## config.mk

```make
export PLATFORM = sky130hd
export DESIGN_NAME = trle_parse
export DESIGN_NICKNAME = d
export VERILOG_FILES = /design/src/rtl/core/trle_pkg.sv /design/src/rtl/core/trle_parse.sv
export SDC_FILE = /design/constraint.sdc
export NUM_CORES = 1
export LEC_CHECK = 0
export BUFFER_PORTS_ARGS = -buffer_cell sky130_fd_sc_hd__buf_2
export CORE_AREA = 2 2 129 131
export CTS_BUF_LIST = sky130_fd_sc_hd__clkbuf_8
export CTS_CLUSTER_DIAMETER = 150
export DETAILED_ROUTE_END_ITERATION = 6
export DIE_AREA = 0 0 131 133
export PLACE_DENSITY_LB_ADDON = 0.1
export SLEW_MARGIN = 10
export SYNTH_ARGS = -nofsm -noshare
export SYNTH_HDL_FRONTEND = slang
export SYNTH_SLANG_ARGS = --single-unit
```

## constraint.sdc

```tcl
create_clock -name clk -period 5.6 [get_ports clk]
set_input_delay 0.56 -clock clk [delete_from_list [all_inputs] [get_ports clk]]
set_output_delay 0.56 -clock clk [all_outputs]
set_load 0.01 [all_outputs]
```

## src/rtl/core/trle_pkg.sv

```systemverilog
`timescale 1ns / 1ps
// ----------------------------------------------------------------------------
// trle_pkg
// Shared types, constants and helpers for the Targa run-coded pixel decoder.
// ----------------------------------------------------------------------------
package trle_pkg;

  localparam int PALETTE_DEPTH = 256;

  // configuration register indexes
  typedef enum logic [2:0] {
    REG_PIXEL_KIND     = 3'd0,
    REG_SOURCE_BYTES   = 3'd1,
    REG_RUN_CODED      = 3'd2,
    REG_PIXEL_TOTAL    = 3'd3,
    REG_PALETTE_IS_555 = 3'd4
  } trle_reg_t;

  // pixel kinds (kind 3 decodes as direct)
  localparam logic [1:0] KIND_DIRECT  = 2'd0;
  localparam logic [1:0] KIND_RGB555  = 2'd1;
  localparam logic [1:0] KIND_PALETTE = 2'd2;

  // stream actions
  localparam logic ACT_STREAM  = 1'b0;
  localparam logic ACT_PALETTE = 1'b1;

  localparam logic [7:0]  HDR_COUNT_MASK = 8'h7F;
  localparam logic [15:0] MASK_B555      = 16'h001F;
  localparam logic [15:0] MASK_G555      = 16'h03E0;
  localparam logic [15:0] MASK_R555      = 16'h7C00;

  typedef struct packed {
    logic [1:0] pixel_kind;
    logic [2:0] source_bytes;
    logic       run_coded;
  } trle_cfg_t;

  // one decoded pixel leaving the parser
  typedef struct packed {
    logic        valid;
    logic        from_palette;
    logic [31:0] value;       // pixel, or palette index when from_palette
    logic [7:0]  count;
    logic        done;
    logic        over;
  } trle_res_t;

  function automatic logic [31:0] expand_555(input logic [15:0] v);
    logic [15:0] b;
    logic [15:0] g;
    logic [15:0] r;
    b = v & MASK_B555;
    g = (v & MASK_G555) >> 5;
    r = (v & MASK_R555) >> 10;
    return {8'h00, r[4:0], 3'b000, g[4:0], 3'b000, b[4:0], 3'b000};
  endfunction

endpackage

```

## src/rtl/core/trle_parse.sv

```systemverilog
`timescale 1ns / 1ps
// ----------------------------------------------------------------------------
// trle_parse
// Packet header / byte gather / pixel count tracking for the stream bytes.
// ----------------------------------------------------------------------------
module trle_parse
  import trle_pkg::*;
(
  input  logic        clk,
  input  logic        rst,
  input  trle_cfg_t   cfg,
  input  logic        restart,        // pixel total written
  input  logic [31:0] restart_total,
  input  logic        step,           // stream byte accepted
  input  logic [7:0]  stream_byte,
  output trle_res_t   res
);

  logic [7:0]  packet_left;
  logic        packet_is_run;
  logic [1:0]  byte_phase;
  logic [31:0] pixel_gather;
  logic [31:0] pixels_left;

  logic [2:0]  need;
  logic        header;
  logic        live;
  logic        complete;
  logic [31:0] gather_or;
  logic        is_run_pkt;
  logic        clip;
  logic [7:0]  count;
  logic [31:0] left_after;
  logic [7:0]  pkt_after;
  logic        done;

  always_comb begin
    if (cfg.pixel_kind == KIND_RGB555) begin
      need = 3'd2;
    end else if (cfg.source_bytes == 3'd0) begin
      need = 3'd1;
    end else if (cfg.source_bytes > 3'd4) begin
      need = 3'd4;
    end else begin
      need = cfg.source_bytes;
    end

    live       = (pixels_left != 32'd0);
    header     = cfg.run_coded && (packet_left == 8'd0);
    gather_or  = pixel_gather | (32'(stream_byte) << {byte_phase, 3'b000});
    complete   = !header && (({1'b0, byte_phase} + 3'd1) >= need);

    is_run_pkt = cfg.run_coded && packet_is_run;
    clip       = is_run_pkt && ({24'd0, packet_left} > pixels_left);
    if (!is_run_pkt) begin
      count = 8'd1;
    end else if (clip) begin
      count = pixels_left[7:0];
    end else begin
      count = packet_left;
    end
    left_after = pixels_left - {24'd0, count};

    if (is_run_pkt) begin
      pkt_after = 8'd0;
    end else if (cfg.run_coded && (packet_left != 8'd0)) begin
      pkt_after = packet_left - 8'd1;
    end else begin
      pkt_after = packet_left;
    end
    done = (left_after == 32'd0);

    res.valid        = step && live && complete;
    res.from_palette = (cfg.pixel_kind == KIND_PALETTE);
    res.value        = (cfg.pixel_kind == KIND_RGB555) ? expand_555(gather_or[15:0])
                                                       : gather_or;
    res.count        = count;
    res.done         = done;
    res.over         = clip || (done && (pkt_after != 8'd0));
  end

  always_ff @(posedge clk) begin
    if (rst) begin
      packet_left   <= 8'd0;
      packet_is_run <= 1'b0;
      byte_phase    <= 2'd0;
      pixel_gather  <= 32'd0;
      pixels_left   <= 32'd1;
    end else if (restart) begin
      packet_left   <= 8'd0;
      packet_is_run <= 1'b0;
      byte_phase    <= 2'd0;
      pixel_gather  <= 32'd0;
      pixels_left   <= restart_total;
    end else if (step && live) begin
      if (header) begin
        packet_left   <= (stream_byte & HDR_COUNT_MASK) + 8'd1;
        packet_is_run <= stream_byte[7];
        byte_phase    <= 2'd0;
        pixel_gather  <= 32'd0;
      end else if (!complete) begin
        pixel_gather <= gather_or;
        byte_phase   <= byte_phase + 2'd1;
      end else begin
        pixel_gather <= 32'd0;
        byte_phase   <= 2'd0;
        pixels_left  <= left_after;
        packet_left  <= done ? 8'd0 : pkt_after;
      end
    end
  end

endmodule

```

# --- Word level (Yosys, flattened, before mapping) ---
# Index checks and enable logic that the tools add are counted.
# Widths: inputs -> output; s select.
totals:
  ff_bits: 75
  input_bits: 50
  elab_cells: 60
classes:
  add_sub_neg: 5
  n_lt_le_gt_ge: 3
  n_eq_ne: 3
  shifts: 1
  muxes: 19
  bitwise_logic: 1
  reduce_logical: 23
ops:
  columns: ["cell", "n"]
  rows:
  - ["$mux 32", 7]
  - ["$mux 8", 7]
  - ["$gt 8x32->1", 1]
  - ["$logic_not 32->1", 1]
  - ["$or 32x32->32", 1]
  - ["$reduce_bool 32->1", 1]
  - ["$shl 8x5->32", 1]
  - ["$sub 32x8->32", 1]
  - ["$reduce_bool 8->1", 2]
  - ["$mux 3", 3]
  - ["$add 7x1->8 const B", 1]
  - ["$logic_and 1x1->1", 8]
  - ["$logic_not 8->1", 1]
  - ["$sub 8x1->8 const B", 1]
  - ["$reduce_bool 2->1", 3]
  - ["$mux 2", 2]
  - ["$reduce_and 2->1", 2]
  - ["$add 2x1->3 const B", 1]
  - ["$ge 3x3->1", 1]
  - ["$gt 3x3->1 const B", 1]
  - ["$logic_not 3->1", 1]
  - ["$reduce_and 3->1", 1]
  - ["$add 2x1->2 const B", 1]
  - ["$eq 2x1->1 const B", 1]
  - ["5 further kinds", 5]

# --- Longest topological paths before layout ---
logic_depth:
  ltp_word: 10
  ltp_mapped: 24
  ltp_nobuf: 22

# --- Worst setup path after synthesis ---
# No wires, ideal clock.
synth_path:
  kind: "register -> output"
  startpoint: "reg pixels_left[8]"
  endpoint: "out res[0] (netlist bit)"
  arrival_ps: 5028
  required_ps: 5040
  setup_slack_ps: 12
  stages_incl_launch_ff: 20
  path_cell_list: "dfxtp_1 > buf_2 > or3_1 > or3_1 > buf_2 > or4_1 > a21oi_1 > buf_2 > mux2i_1 > nand2b_1 > ha_1 > buf_6 > a21o_4 > or4_1 > nor4_2 > nand3_1 > xnor2_1 > or4_4 > nor4_2 > a31o_1"
synth_rtl:
  columns: ["item", "line", "rtl"]
  rows:
  - ["start: declaration", "trle_parse.sv:23", "logic [31:0] pixels_left;"]
  - ["start signal: assignment", "trle_parse.sv:94", "pixels_left <= restart_total;"]
  - ["start signal: assignment", "trle_parse.sv:107", "pixels_left <= left_after;"]
  - ["end: declaration", "trle_parse.sv:16", "output trle_res_t res"]

==> reports/metrics.yaml <==
layout:
  multi_input_area_um2: 4000
  nNetsFinal: 960
  nFillCells: 1657
  drive_above_1_share: 0.284
  register_area_um2: 1500
  final_area_um2: 7200
  syn_to_final_growth_pct: 30.6
  antenna-diode-count: 0
  mostFrequentLayoutCells: "nor2_1 (136), a21oi_1 (99), buf_2 (93), buf_4 (90), dfxtp_1 (73)"
  final_common_cell: "nor2_1"
power_and_ir_drop:
  sw_frac_of_total: 0.375
  total_power_w: 0.00165
  seqPwrFrac: 0.347
  peakVddDrop_v: 0.000133
  powerDensity_nw_per_um2: 230
  clkPwrFrac: 0.287
  p_int_w: 0.00103
  combPwrFrac: 0.365
  p_leak_nw: 3.04
  switchingPower_w: 0.000619
yosys:
  ys_seq_elements: 75
  syn_area_um2: 5510
  ys_types: 69
  syn_inst: 744
  synth-seq-area-share: 0.272
  synth_area_per_cell_um2: 7.41
  synth_edf_count: 0
  ys_async_sr_fraction: 0
  yosys_warnings: 0
  synth.net_count: 818
  synthFlopType: "dfxtp_1"
die:
  die-area_um2: 17400
  pin_count: 94
  start_util: 0.341
  die_h_um: 133
  rows: 47
  core_area_um2: 16200
  die_width_um: 131
grt:
  grt_pass1_vias: 5710
  grt_pass1_wl_um: 30600
  antenna_found_initial: 0
  grt_overflow: 0
  grt_max_degree: 61
  grt_usage: 0.225
timing:
  fin_worst_skew_ns: 0.0104
  relSlewSlack: 0.195
  drv_slew: 0
  fin_ws_ns: -0.271
  hold_viol_final: 0
  fin_crit_sh: 1.05
  fmax_mhz: 170
  whs_ns: 0.394
  rsz0062_at_grt: "true"
  fin_crit_ns: 5.87
  setup_viol: 2
  tightest_slew_ns: 1.20
placement:
  numPortBuffers: 93
  place_hpwl_um: 14600
  post_dp_cell_area_um2: 6640
  place.gp.congestion: 0.969
min_path:
  min_path_type: "primary input to flip-flop"
route:
  post_drt_wl_per_cell_um: 17.5
  vias_per_cell: 5.35
  first_iter_violations: 312
  drc: 0
  ant_nets: 0
  vias: 5939
  finalWirelength_um: 19400
  drt_first_pass_iters: 5
worst_setup_path:
  arrival_ns: 5.31
  r2r_slack_ns: 0.12
  cp-end-kind: "primary output"
  start_kind: "flip-flop"
  critPathRequiredTime_ns: 5.04
  critical_path_class: "flip-flop to primary output"
  cp_max_fo: 8
clocking:
  clk_latency_ns: 0.38
  cts.sinks: 75
  cts_buffers: 9
  hold_buffers: 0
  cts_tree: "built"
  clk_pin_slew_ns: 0.09
  root_buffer: "clkbuf_8"
  cts.path.max_buffers: 2
  htreeDepth: 3
status:
  violations: "setup timing"
  outcome: "finished with violations"
flow_run:
  max_cap_viol_count: 0
## sequential cells by signal (all words and copies together), names as in the netlist
register and cells:
byte_phase 2, packet_is_run 1, packet_left 8, pixel_gather 32
pixels_left 32
## layout make-up
type	count	share of cell area
multi-input combinational	602	0.555
sequential	75	0.209
clock buffer	9	0.0172
timing repair buffer	184	0.160
inverter	14	0.00730
tap	220	0.0382
clock inverter	7	0.0134
## metrics by stage
step / utilization / cells / worst slack [ns] / setup TNS (ns)
floorplan: - / 744 / 0.0123 / 0
global placement: 0.411 / 1084 / -0.00484 / -0.00484
detailed placement: 0.411 / 1084 / -0.0384 / -0.0384
CTS: 0.432 / 1107 / -0.285 / -0.525
global route: 0.445 / 1111 / -0.486 / -1.17
finish: 0.445 / 1111 / -0.271 / -0.494
## synthesized netlist by cell type (10+ instances only)
cell type,number,area [µm²]
o21a_1,10,75.1
a21oi_1,104,521
clkbuf_1,37,139
nand2_1,47,176
inv_1,14,52.6
dfxtp_1,75,1500
nor3_1,19,95.1
mux2i_1,30,300
nor2b_1,15,93.8
a211oi_1,12,90.1
nand3_1,17,85.1
xor2_1,22,193
nor2_1,138,518
nand2b_1,12,75.1
buf_2,11,55.1
ha_1,23,288
xnor2_1,17,149
o21ai_0,10,50.1
## power groups by stage
stage	clock (W)	sequential [W]	combinational, W
2_1_floorplan	0	0.000585	0.000340
6_report	0.000475	0.000574	0.000604
3_3_place_gp	0	0.000585	0.000547
5_1_grt	0.000507	0.000577	0.000658
3_5_place_dp	0	0.000585	0.000551
4_1_cts	0.000489	0.000573	0.000569
## what timing repair did
| action | 4_1_cts | 5_1_grt |
|---|---|---|
| pin swaps | 2 | 13 |
| cloned | 0 | 0 |
| resized for setup | 16 | 32 |
| endpoints found under the setup margin | 2 | 8 |
| buffers inserted | 7 | 4 |
## critical path, cell delays in order, from the launching register on
cell,delay (ns)
dfxtp_2,0.33
or4_4,0.53
or3_4,0.36
or4_4,0.55
a21oi_4,0.13
buf_6,0.15
buf_4,0.13
mux2i_4,0.21
nand2b_4,0.14
ha_2,0.27
buf_4,0.16
a21o_1,0.19
a21oi_2,0.17
nand4_1,0.15
nor3_1,0.22
o22ai_1,0.11
or4_4,0.56
nor4_4,0.14
buf_4,0.17
a31o_1,0.13
buf_2,0.12
## routing by layer
layer,track usage,share of wire,vias up
li1,-,-,2938
met1,0.319,0.48,2798
met2,0.351,0.46,181
met3,0.0425,0.050,22
met4,0.0520,0.014,0
met5,0,0,-
## worst paths after layout
| kind | to | from | depth (start not counted) |
|---|---|---|---|
| worst max register to register | packet_left[7] | pixels_left[16] | 22 |
| worst max-delay path | res[0] | pixels_left[16] | 20 |
| worst min register to register | pixel_gather[4] | pixel_gather[4] | 2 |
| worst min-delay path | pixels_left[0] | restart_total[0] | 2 |
## cells by family after synthesis
logic type,Yosys count,synth area share
simple gates,321,0.288
xor+xnor,39,0.0619
mux,32,0.0585
compound gates,186,0.213
flops,75,0.272
fa+ha+maj,24,0.0558
buf+inv,67,0.0501
(Power assumes the default switching activity.)
